[config.mk]
export PLATFORM = sky130hd
export DESIGN_NAME = pst_ctrl
export DESIGN_NICKNAME = d
export VERILOG_FILES = /design/src/hdl/pst_pkg.sv /design/src/hdl/pst_ctrl.sv
export SDC_FILE = /design/constraint.sdc
export NUM_CORES = 1
export LEC_CHECK = 0
export ABC_CLOCK_PERIOD_IN_PS = 3600
export BUFFER_PORTS_ARGS = -buffer_cell sky130_fd_sc_hd__buf_4
export CAP_MARGIN = 30
export CORE_AREA = 2 2 39 41
export CTS_CLUSTER_DIAMETER = 120
export DETAILED_ROUTE_END_ITERATION = 10
export DIE_AREA = 0 0 41 43
export PLACE_DENSITY = 0.69
export SLEW_MARGIN = 10
export SYNTH_ARGS = -nofsm -noshare
export SYNTH_HDL_FRONTEND = slang
export SYNTH_SLANG_ARGS = --single-unit
[constraint.sdc]
create_clock -name i_clk -period 3.6 [get_ports i_clk]
set_input_delay 0.72 -clock i_clk [delete_from_list [all_inputs] [get_ports i_clk]]
set_output_delay 0.72 -clock i_clk [all_outputs]
set_load 0.01 [all_outputs]
[src/hdl/pst_pkg.sv]
// Shared types, constants and map functions for the permutation segment tree.
// Used by pst_ctrl, pst_datapath, pst_checker and the top level; no dependencies.
package pst_pkg;

    // Map word: eight 3-bit entries, entry i is the image of element i
    localparam int MAP_W   = 24;
    localparam int ENTRY_W = 3;
    localparam int ELEMS   = 8;
    localparam logic [MAP_W-1:0] IDENTITY_MAP = 24'hFAC688;

    // Field widths
    localparam int POS_W   = 10;
    localparam int START_W = 10;
    localparam int END_W   = 11;
    localparam int LCNT_W  = 11;
    localparam logic [LCNT_W-1:0] LEAF_COUNT_RESET = 11'd1024;

    // Stream word widths
    localparam int S_TDATA_W = 56;
    localparam int M_TDATA_W = 48;

    // Operation codes carried on the input tuser
    localparam logic OP_SET   = 1'b0;
    localparam logic OP_QUERY = 1'b1;

    // Commands from controller to datapath
    typedef struct packed {
        logic load_item;     // capture input word and range checks
        logic clr_write;     // write identity at the clear address
        logic leaf_write;    // write the new leaf map
        logic sib_read;      // read the sibling of the current node
        logic parent_write;  // combine with sibling, write the parent
        logic lo_read;       // read node lo
        logic lo_step;       // fold node lo into the left accumulator, step lo
        logic hi_read;       // decrement hi and read node hi
        logic hi_step;       // fold node hi into the right accumulator, halve
        logic shift;         // halve lo and hi
        logic final_comp;    // join left and right accumulators
        logic load_out;      // load the output word
    } t_cmd;

    // Status from datapath to controller
    typedef struct packed {
        logic clr_last;
        logic err;
        logic op;
        logic at_root;
        logic lo_lt_hi;
        logic lo_odd;
        logic hi_odd;
    } t_status;

    // Compose two maps, first applied first: r[i] = second[first[i]]
    function automatic logic [MAP_W-1:0] compose(input logic [MAP_W-1:0] first,
                                                 input logic [MAP_W-1:0] second);
        logic [MAP_W-1:0]   r;
        logic [ENTRY_W-1:0] e;
        r = '0;
        for (int i = 0; i < ELEMS; i++) begin
            e = first[ENTRY_W*i +: ENTRY_W];
            r[ENTRY_W*i +: ENTRY_W] = second[ENTRY_W*e +: ENTRY_W];
        end
        return r;
    endfunction

    // Inverse entry j is the lowest element mapping to j, zero if none
    function automatic logic [MAP_W-1:0] invert(input logic [MAP_W-1:0] m);
        logic [MAP_W-1:0] r;
        r = '0;
        for (int j = 0; j < ELEMS; j++) begin
            for (int k = ELEMS - 1; k >= 0; k--) begin
                if (m[ENTRY_W*k +: ENTRY_W] == ENTRY_W'(j)) begin
                    r[ENTRY_W*j +: ENTRY_W] = ENTRY_W'(k);
                end
            end
        end
        return r;
    endfunction

endpackage

[src/hdl/pst_ctrl.sv]
// Sequencer for the permutation segment tree: clearing pass, leaf update
// climb and range query walk. Depends on pst_pkg for command/status structs.
module pst_ctrl (
    input  logic              i_clk,
    input  logic              i_rst_n,
    input  logic              i_in_valid,
    output logic              o_in_ready,
    output logic              o_out_valid,
    input  logic              i_out_ready,
    output pst_pkg::t_cmd     o_cmd,
    input  pst_pkg::t_status  i_status
);

    typedef enum logic [3:0] {
        ST_CLEAR,
        ST_IDLE,
        ST_DISPATCH,
        ST_U_LEAF,
        ST_U_READ,
        ST_U_WRITE,
        ST_Q_LOOP,
        ST_Q_LWAIT,
        ST_Q_HI,
        ST_Q_HWAIT,
        ST_Q_FINAL,
        ST_FINISH
    } t_state;

    t_state r_state, n_state;
    logic   r_out_valid, n_out_valid;
    logic   out_free;

    assign out_free    = !r_out_valid || i_out_ready;
    assign o_in_ready  = (r_state == ST_IDLE);
    assign o_out_valid = r_out_valid;

    // Next state and commands
    always_comb begin
        n_state = r_state;
        o_cmd   = '0;
        case (r_state)
            ST_CLEAR: begin
                o_cmd.clr_write = 1'b1;
                if (i_status.clr_last) n_state = ST_IDLE;
            end
            ST_IDLE: begin
                if (i_in_valid) begin
                    o_cmd.load_item = 1'b1;
                    n_state = ST_DISPATCH;
                end
            end
            ST_DISPATCH: begin
                if (i_status.err) begin
                    n_state = ST_FINISH;
                end else if (i_status.op == pst_pkg::OP_SET) begin
                    n_state = ST_U_LEAF;
                end else begin
                    n_state = ST_Q_LOOP;
                end
            end
            ST_U_LEAF: begin
                o_cmd.leaf_write = 1'b1;
                n_state = ST_U_READ;
            end
            ST_U_READ: begin
                if (i_status.at_root) begin
                    n_state = ST_FINISH;
                end else begin
                    o_cmd.sib_read = 1'b1;
                    n_state = ST_U_WRITE;
                end
            end
            ST_U_WRITE: begin
                o_cmd.parent_write = 1'b1;
                n_state = ST_U_READ;
            end
            ST_Q_LOOP: begin
                if (!i_status.lo_lt_hi) begin
                    n_state = ST_Q_FINAL;
                end else if (i_status.lo_odd) begin
                    o_cmd.lo_read = 1'b1;
                    n_state = ST_Q_LWAIT;
                end else begin
                    n_state = ST_Q_HI;
                end
            end
            ST_Q_LWAIT: begin
                o_cmd.lo_step = 1'b1;
                n_state = ST_Q_HI;
            end
            ST_Q_HI: begin
                if (i_status.hi_odd) begin
                    o_cmd.hi_read = 1'b1;
                    n_state = ST_Q_HWAIT;
                end else begin
                    o_cmd.shift = 1'b1;
                    n_state = ST_Q_LOOP;
                end
            end
            ST_Q_HWAIT: begin
                o_cmd.hi_step = 1'b1;
                n_state = ST_Q_LOOP;
            end
            ST_Q_FINAL: begin
                o_cmd.final_comp = 1'b1;
                n_state = ST_FINISH;
            end
            ST_FINISH: begin
                if (out_free) begin
                    o_cmd.load_out = 1'b1;
                    n_state = ST_IDLE;
                end
            end
            default: begin
                n_state = ST_IDLE;
            end
        endcase
    end

    // Output word valid: set on load, drop once taken
    always_comb begin
        n_out_valid = r_out_valid;
        if (o_cmd.load_out) begin
            n_out_valid = 1'b1;
        end else if (i_out_ready) begin
            n_out_valid = 1'b0;
        end
    end

    // Hold state and output valid
    always_ff @(posedge i_clk) begin
        if (!i_rst_n) begin
            r_state     <= ST_CLEAR;
            r_out_valid <= 1'b0;
        end else begin
            r_state     <= n_state;
            r_out_valid <= n_out_valid;
        end
    end

endmodule

# --- After elaboration in Yosys (flattened, before gate mapping) ---
# Index checks and enable logic that the tools add are counted.
classes:
  n_eq_ne: 14
  mux: 31
  reduce_logical: 6
op_table:
  columns: ["cell", "count"]
  rows:
  - ["one-hot mux 4 bit (11 select lines)", 1]
  - ["2-to-1 mux 4 bit", 8]
  - ["2-to-1 mux 1 bit", 21]
  - ["equality test 4 x 3 -> 1 bit (second input constant)", 4]
  - ["equality test 4 bit (second input constant)", 4]
  - ["equality test 4 x 2 -> 1 bit (second input constant)", 2]
  - ["!= test 2 bit (second input constant)", 3]
  - ["equality test 4 x 1 -> 1 bit (second input constant)", 1]
  - ["logical NOT 4 bit", 1]
  - ["2-to-1 mux 3 bit", 1]
  - ["AND reduction 3 bit", 1]
  - ["nonzero test 2 bit", 1]
  - ["OR reduction 2 bit", 1]
  - ["logical NOT 1 bit", 1]
  - ["logical OR 1 bit", 1]
word_totals:
  ff_bits: 5
  in_bits: 11
  out_inout_bits: 14
  word_cells: 53

# --- Depth between registers and ports, before layout ---
# Gate-level depths: netlist (run 1).
depth:
  ltp_word: 5
  mapped_depth: 5

# --- Least setup slack after synthesis (run 1) ---
# OpenSTA, ideal clock, no wires.
synth_timing:
  path_type: "in2out"
  startpoint: "in i_status[3] in the netlist's numbering"
  endpoint: "out o_cmd[8] in the netlist's numbering"
  arrival_ps: 1193
  required_ps: 2880
  slack_ps: 1687
  path_stages: 1
  path_buffers: 0
  cell_sequence: "nor4_1"
synth_via:
  elab_chain_len: 2
synth_rtl:
  columns: ["item", "line", "text"]
  rows:
  - ["start: declaration", "pst_ctrl.sv:11", "input pst_pkg::t_status i_status"]
  - ["2-to-1 mux 1 bit", "pst_ctrl.sv:66", "if (i_status.at_root) begin"]
  - ["2-to-1 mux 1 bit", "pst_ctrl.sv:41", "case (r_state)"]
  - ["end: declaration", "pst_ctrl.sv:10", "output pst_pkg::t_cmd o_cmd,"]
# Every way passes these cells.

==> results of run 1 <==
==> flip-flops by register name, indices dropped and copies added, names as in the netlist <==
| name | cells |
|---|---|
| o_out_valid | 1 |
| r_state | 4 |
==> cell type report <==
class | instances | share of cell area
Timing Repair Buffer | 24 | 0.260
Clock buffer | 4 | 0.0379
Inverter | 2 | 0.0108
Multi-Input combinational cell | 59 | 0.518
Sequential cell | 5 | 0.144
Tap cell | 16 | 0.0289
==> cells in the mapped netlist <==
cell	instances
a21o_1	2
nor3_2	1
or2_1	1
nor2b_1	5
nor4_1	2
nand2b_1	6
a31oi_1	2
and4_1	1
o21ai_0	4
and3_1	1
nor3_1	1
buf_6	1
nand4b_2	1
nand3b_1	1
a311o_1	1
nand3_1	2
nor2_1	9
dfxtp_1	5
o21ai_1	2
nand2_1	5
buf_4	2
nor4_2	1
a2111oi_0	1
a21oi_1	3
o311ai_1	1
buf_2	2
and2_1	1
inv_1	2
a211oi_1	2
o21a_1	2
a21boi_0	1
==> final timing paths <==
path,start,endpoint,cells past startpoint
worst max-delay path,r_state[1]$_SDFFE_PN0P_,o_cmd[6],3
worst min-delay path,o_out_valid$_SDFFE_PN0P_,o_out_valid$_SDFFE_PN0P_,2
worst max register to register,r_state[1]$_SDFFE_PN0P_,r_state[2]$_SDFFE_PN0P_,4
worst min register to register,o_out_valid$_SDFFE_PN0P_,o_out_valid$_SDFFE_PN0P_,2
==> metal layers <==
layer,share of wire,vias up
met1,0.47,243
li1,-,303
met2,0.46,21
met5,0,-
met3,0.070,0
met4,0,0
==> logic make-up after synthesis <==
| group | count (synthesis) | synth area share |
|---|---|---|
| buffers and inverters | 7 | 0.0871 |
| flip-flops | 5 | 0.199 |
| AO/OA/AOI/OAI | 21 | 0.274 |
| AND/OR/NAND/NOR | 38 | 0.440 |
==> layout by cell type, fill, tap and decap left out <==
cell / Yosys / layout
clkbuf_1: 0 / 1
dfxtp_1: 5 / 5
inv_1: 2 / 2
a2111oi_0: 1 / 1
nor4_1: 2 / 2
clkbuf_4: 0 / 3
o21ai_1: 2 / 2
and2_1: 1 / 1
and4_1: 1 / 1
a21oi_1: 3 / 3
nand2_1: 5 / 5
nor2_1: 9 / 9
nor3_1: 1 / 1
nand4b_2: 1 / 1
o21ai_0: 4 / 4
a31oi_1: 2 / 2
a311o_1: 1 / 1
nor3_2: 1 / 1
o21a_1: 2 / 2
o311ai_1: 1 / 1
nor4_2: 1 / 1
and3_1: 1 / 1
or2_1: 1 / 1
buf_4: 2 / 24
nand3_1: 2 / 2
nand3b_1: 1 / 1
nand2b_1: 6 / 6
a211oi_1: 2 / 2
nor2b_1: 5 / 5
a21o_1: 2 / 2
a21boi_0: 1 / 1
==> worst register-to-register path, delay by kind of cell (launching register included) <==
kind,cells,cell delay (ps)
AO/OA/AOI/OAI,2,510
flip-flops,1,630
AND/OR/NAND/NOR,2,280
==> report_power, final <==
group | total (mW) | switching, mW | internal (mW)
clock | 0.0642 | 0.0224 | 0.0419
combinational | 0.0599 | 0.0295 | 0.0305
sequential | 0.0719 | 0.0129 | 0.0590
total | 0.196 | 0.0647 | 0.131
==> metrics by stage <==
stage,setup WS [ps],area (µm²),util
6_report,1300,693,0.501
5_1_grt,1170,693,0.501
4_1_cts,1300,693,0.501
3_5_place_dp,1540,667,0.482
3_3_place_gp,1560,667,0.482
2_1_floorplan,1690,503,-
==> impl_metrics.env, run 1 <==
export IMPL_status="completed"
export IMPL_peakVddDrop_uv=152
export IMPL_ctsHoldBuffers=0
export IMPL_hold_slack_ps=556
export IMPL_critPathMaxFanout=16
export IMPL_grt_pass1_vias=479
export IMPL_drive_above_1_share=0.319
export IMPL_wl_um=1310
export IMPL_gp_congestion=0.727
export IMPL_htree_levels=1
export IMPL_register_area_um2=100
export IMPL_worst_pin_slew_ps=521
export IMPL_post_route_drc_count=0
export IMPL_power_density_mw_per_mm2=283
export IMPL_busiest_layer="met2"
export IMPL_grt_max_degree=17
export IMPL_cts_tree="done"
export IMPL_fmax_mhz=434
export IMPL_cts_reportedPaths_clkPinSlew_ps=40
export IMPL_postCtsSetupRepairBufs=0
export IMPL_static_leakage_power_nw=0.313
export IMPL_multi_input_area_um2=359
export IMPL_cp_cell_sequence="nand2_1 > nor4_2 > buf_4"
export IMPL_cpLargestDelayFamily="flip-flops"
export IMPL_use_met1=0.218
export IMPL_cts_root_buf="clkbuf_4"
export IMPL_fin_nets=106
export IMPL_gr_total_overflow=0
export IMPL_setup_violations=0
export IMPL_drv_slew=0
export IMPL_ys_seq_elements=5
export IMPL_grt_usage=0.170
export IMPL_crit_path_end_kind="output pin"
export IMPL_portBuffers=24
export IMPL_dpl_cell_count=106
export IMPL_antenna_found_initial=0
export IMPL_maxCapViolCount=0
export IMPL_hold_viol_final=0
export IMPL_synth_top_cell_by_area="dfxtp_1"
export IMPL_numCtsBuffers=3
export IMPL_routedWlPerCell_um=11.9
export IMPL_rsz0062_at_grt="false"
export IMPL_synth_cells=71
export IMPL_critPathBufInv=1
export IMPL_ios=25
export IMPL_netlist_area_um2=503
export IMPL_hold_path_class="reg2reg"
export IMPL_fp_dieH_um=43
export IMPL_cts_resized=0
export IMPL_drtAntennaViolNets=0
export IMPL_fillCellCount=152
export IMPL_dp_hpwl_um=996
export IMPL_yosysSeqAreaShare=0.199
export IMPL_drt_iter0_drc=4
export IMPL_min_period_ps=2300
export IMPL_regToRegSetupSlack_ps=2080
export IMPL_synth_top_area_frac=0.199
export IMPL_first_pass_iters=2
export IMPL_clock_latency_ps=240
export IMPL_core_mm2=0.00138
export IMPL_initial_utilization=0.363
export IMPL_vias_per_cell=5.15
export IMPL_cts_max_path_buffers=2
export IMPL_final_cells=110
export IMPL_crit_type="reg2out"
export IMPL_die_area_mm2=0.00176
export IMPL_finalCritPeriodShare=0.639
export IMPL_critPathArrivalTime_ps=1580
export IMPL_grt_use_met2=0.263
export IMPL_die_w_um=41
export IMPL_relSlewSlack=0.652
export IMPL_power_mw=0.196
export IMPL_met3_usage=0.0314
export IMPL_ys_top_cells_by_area="dfxtp_1, nand2b_1, nor2_1"
export IMPL_grt_first_pass_wirelength_um=2060
export IMPL_n_antenna_cell=0
export IMPL_max_stage_delay_ps=630
export IMPL_cp_slowest_cell="dfxtp_1"
export IMPL_rows=14
export IMPL_synth_cell_types=31
export IMPL_start_kind="flip-flop"
export IMPL_fin_skew_ps=1.33
export IMPL_tns_ps=0
export IMPL_vias=567
export IMPL_synth_nets=82
export IMPL_cts_sinks=5
export IMPL_syn2layout_area_growth_pct=37.8
export IMPL_yosysWarningCount=0
export IMPL_crit_required_ps=2880
export IMPL_synth_avg_cell_area_um2=7.08
Note: power is estimated with default switching activity, not from simulation.
==> run 2, diff against run 1 <==
--- a/config.mk
+++ b/config.mk
@@ -5,14 +5,14 @@
 export SDC_FILE = /design/constraint.sdc
 export NUM_CORES = 1
 export LEC_CHECK = 0
-export ABC_CLOCK_PERIOD_IN_PS = 3600
+export ABC_CLOCK_PERIOD_IN_PS = 1900
 export BUFFER_PORTS_ARGS = -buffer_cell sky130_fd_sc_hd__buf_4
 export CAP_MARGIN = 30
 export CORE_AREA = 2 2 39 41
 export CTS_CLUSTER_DIAMETER = 120
 export DETAILED_ROUTE_END_ITERATION = 10
 export DIE_AREA = 0 0 41 43
-export PLACE_DENSITY = 0.69
+export PLACE_DENSITY = 0.72
 export SLEW_MARGIN = 10
 export SYNTH_ARGS = -nofsm -noshare
 export SYNTH_HDL_FRONTEND = slang
==> constraint.sdc (replaced) <==
create_clock -name i_clk -period 1.9 [get_ports i_clk]
set_input_delay 0.38 -clock i_clk [delete_from_list [all_inputs] [get_ports i_clk]]
set_output_delay 0.38 -clock i_clk [all_outputs]
set_load 0.01 [all_outputs]
==> run 2 against run 1 <==
- worst hold slack worse by 170 ps
- clock power increased by 85%
- cell count rose by 2.7%
- sequential power rose by 78%
- setup slack lost 1200 ps
- cell area grew 3.6%
- routed wire length increased by 5.5%
- die area unchanged
- clock skew is 1.1 ps higher
- critical path depth is the same
- sequential share of layout area is 0.15 points lower
- critical path type unchanged
==> impl_metrics.env, run 2 (synthesized netlist as in run 1, its figures left out) <==
export IMPL_status="completed"
export IMPL_grt_first_pass_wirelength_um=2130
export IMPL_critPathArrivalTime_ps=1380
export IMPL_gr_total_overflow=0
export IMPL_wl_um=1380
export IMPL_dp_hpwl_um=1090
export IMPL_setup_violations=0
export IMPL_final_cell_mix="buf_4, nor2_1, nand2b_1"
export IMPL_antenna_found_initial=0
export IMPL_crit_type="reg2out"
export IMPL_die_area_mm2=0.00176
export IMPL_fp_dieH_um=43
export IMPL_worst_pin_slew_ps=359
export IMPL_final_common_cell="buf_4"
export IMPL_crit_path_end_kind="output pin"
export IMPL_n_antenna_cell=0
export IMPL_top_register="r_state"
export IMPL_post_route_drc_count=0
export IMPL_critPathMaxFanout=16
export IMPL_grt_pass1_vias=538
export IMPL_initial_utilization=0.363
export IMPL_power_density_mw_per_mm2=525
export IMPL_ios=25
export IMPL_drive_above_1_share=0.361
export IMPL_rows=14
export IMPL_postCtsSetupRepairBufs=0
export IMPL_syn2layout_area_growth_pct=42.8
export IMPL_drtAntennaViolNets=0
export IMPL_cts_tree="done"
export IMPL_fmax_mhz=569
export IMPL_numCtsBuffers=3
export IMPL_hold_viol_final=0
export IMPL_static_leakage_power_nw=0.330
export IMPL_grt_usage=0.175
export IMPL_final_util=0.519
export IMPL_min_period_ps=1760
export IMPL_finalCritPeriodShare=0.925
export IMPL_start_kind="flip-flop"
export IMPL_tns_ps=0
export IMPL_first_pass_iters=4
export IMPL_portBuffers=24
export IMPL_cts_root_buf="clkbuf_4"
export IMPL_ctsHoldBuffers=0
export IMPL_gp_congestion=0.813
export IMPL_largest_reg_flops=4
export IMPL_relSlewSlack=0.754
export IMPL_cts_sinks=5
export IMPL_cts_reportedPaths_clkPinSlew_ps=40
export IMPL_drt_iter0_drc=17
export IMPL_grt_max_degree=17
export IMPL_peakVddDrop_uv=347
export IMPL_htree_levels=1
export IMPL_cts_max_path_buffers=2
export IMPL_vias_per_cell=5.37
export IMPL_die_w_um=41
export IMPL_fin_nets=109
export IMPL_hold_path_class="in2reg"
export IMPL_drv_slew=0
export IMPL_clock_latency_ps=240
export IMPL_vias=607
export IMPL_maxCapViolCount=0
export IMPL_crit_required_ps=1520
export IMPL_fin_skew_ps=2.45
export IMPL_routedWlPerCell_um=12.2
export IMPL_core_mm2=0.00138
export IMPL_rsz0062_at_grt="false"
-- run 2: worst paths after layout --
path                             from                       end  slack, ps  depth (start not counted)
max           r_state[2]$_SDFFE_PN0P_                  o_cmd[6]        140                          3
min reg2reg  o_out_valid$_SDFFE_PN0P_  o_out_valid$_SDFFE_PN0P_        580                          2
min                           i_rst_n   r_state[3]$_SDFFE_PN0P_        390                          2
max reg2reg   r_state[0]$_SDFFE_PN0P_   r_state[0]$_SDFFE_PN0P_        530                          5
-- run 2: through the flow --
stage | power [mW] | hold slack (ps) | setup WS (ps) | std cells | cell area (µm²)
2_1_floorplan | 0.206 | 497 | 514 | 71 | 503
3_3_place_gp | 0.259 | 537 | 294 | 109 | 689
3_5_place_dp | 0.259 | 560 | 232 | 109 | 689
4_1_cts | 0.385 | 381 | 19.2 | 113 | 717
5_1_grt | 0.407 | 393 | 47.8 | 113 | 718
6_report | 0.377 | 390 | 142 | 113 | 718
-- run 2: final cells by class --
class,count,area (µm²)
fillers,146,666
well taps,16,20.0
flip-flops and latches,5,103
inverters,2,7.51
repair buffers,27,203
multi-input cells,59,359
clock buffers,4,26.3
-- run 2: repair_timing --
item	in CTS	in global routing
gates cloned	0	0
pin swaps	0	0
resized for setup	1	1
endpoints found under the setup margin	1	1
-- run 2: metal layers --
metal	routed length, µm	global-route usage	share of wire
met1	597	0.208	0.43
met2	687	0.272	0.50
met4	0	0.100	0
met3	95	0.0366	0.069
met5	0	0	0
-- run 2: worst max-delay path, cell delays in order, from the launching register on --
cell     delay [ps]
dfxtp_2         480
nand2_1         150
nor4_2          330
buf_4           190
-- run 2: power by group --
| group | leakage [nW] | internal [mW] | switching [mW] | total (mW) |
|---|---|---|---|---|
| sequential | 0.0416 | 0.112 | 0.0160 | 0.128 |
| combinational | 0.273 | 0.0643 | 0.0651 | 0.129 |
| clock | 0.0150 | 0.0792 | 0.0403 | 0.119 |
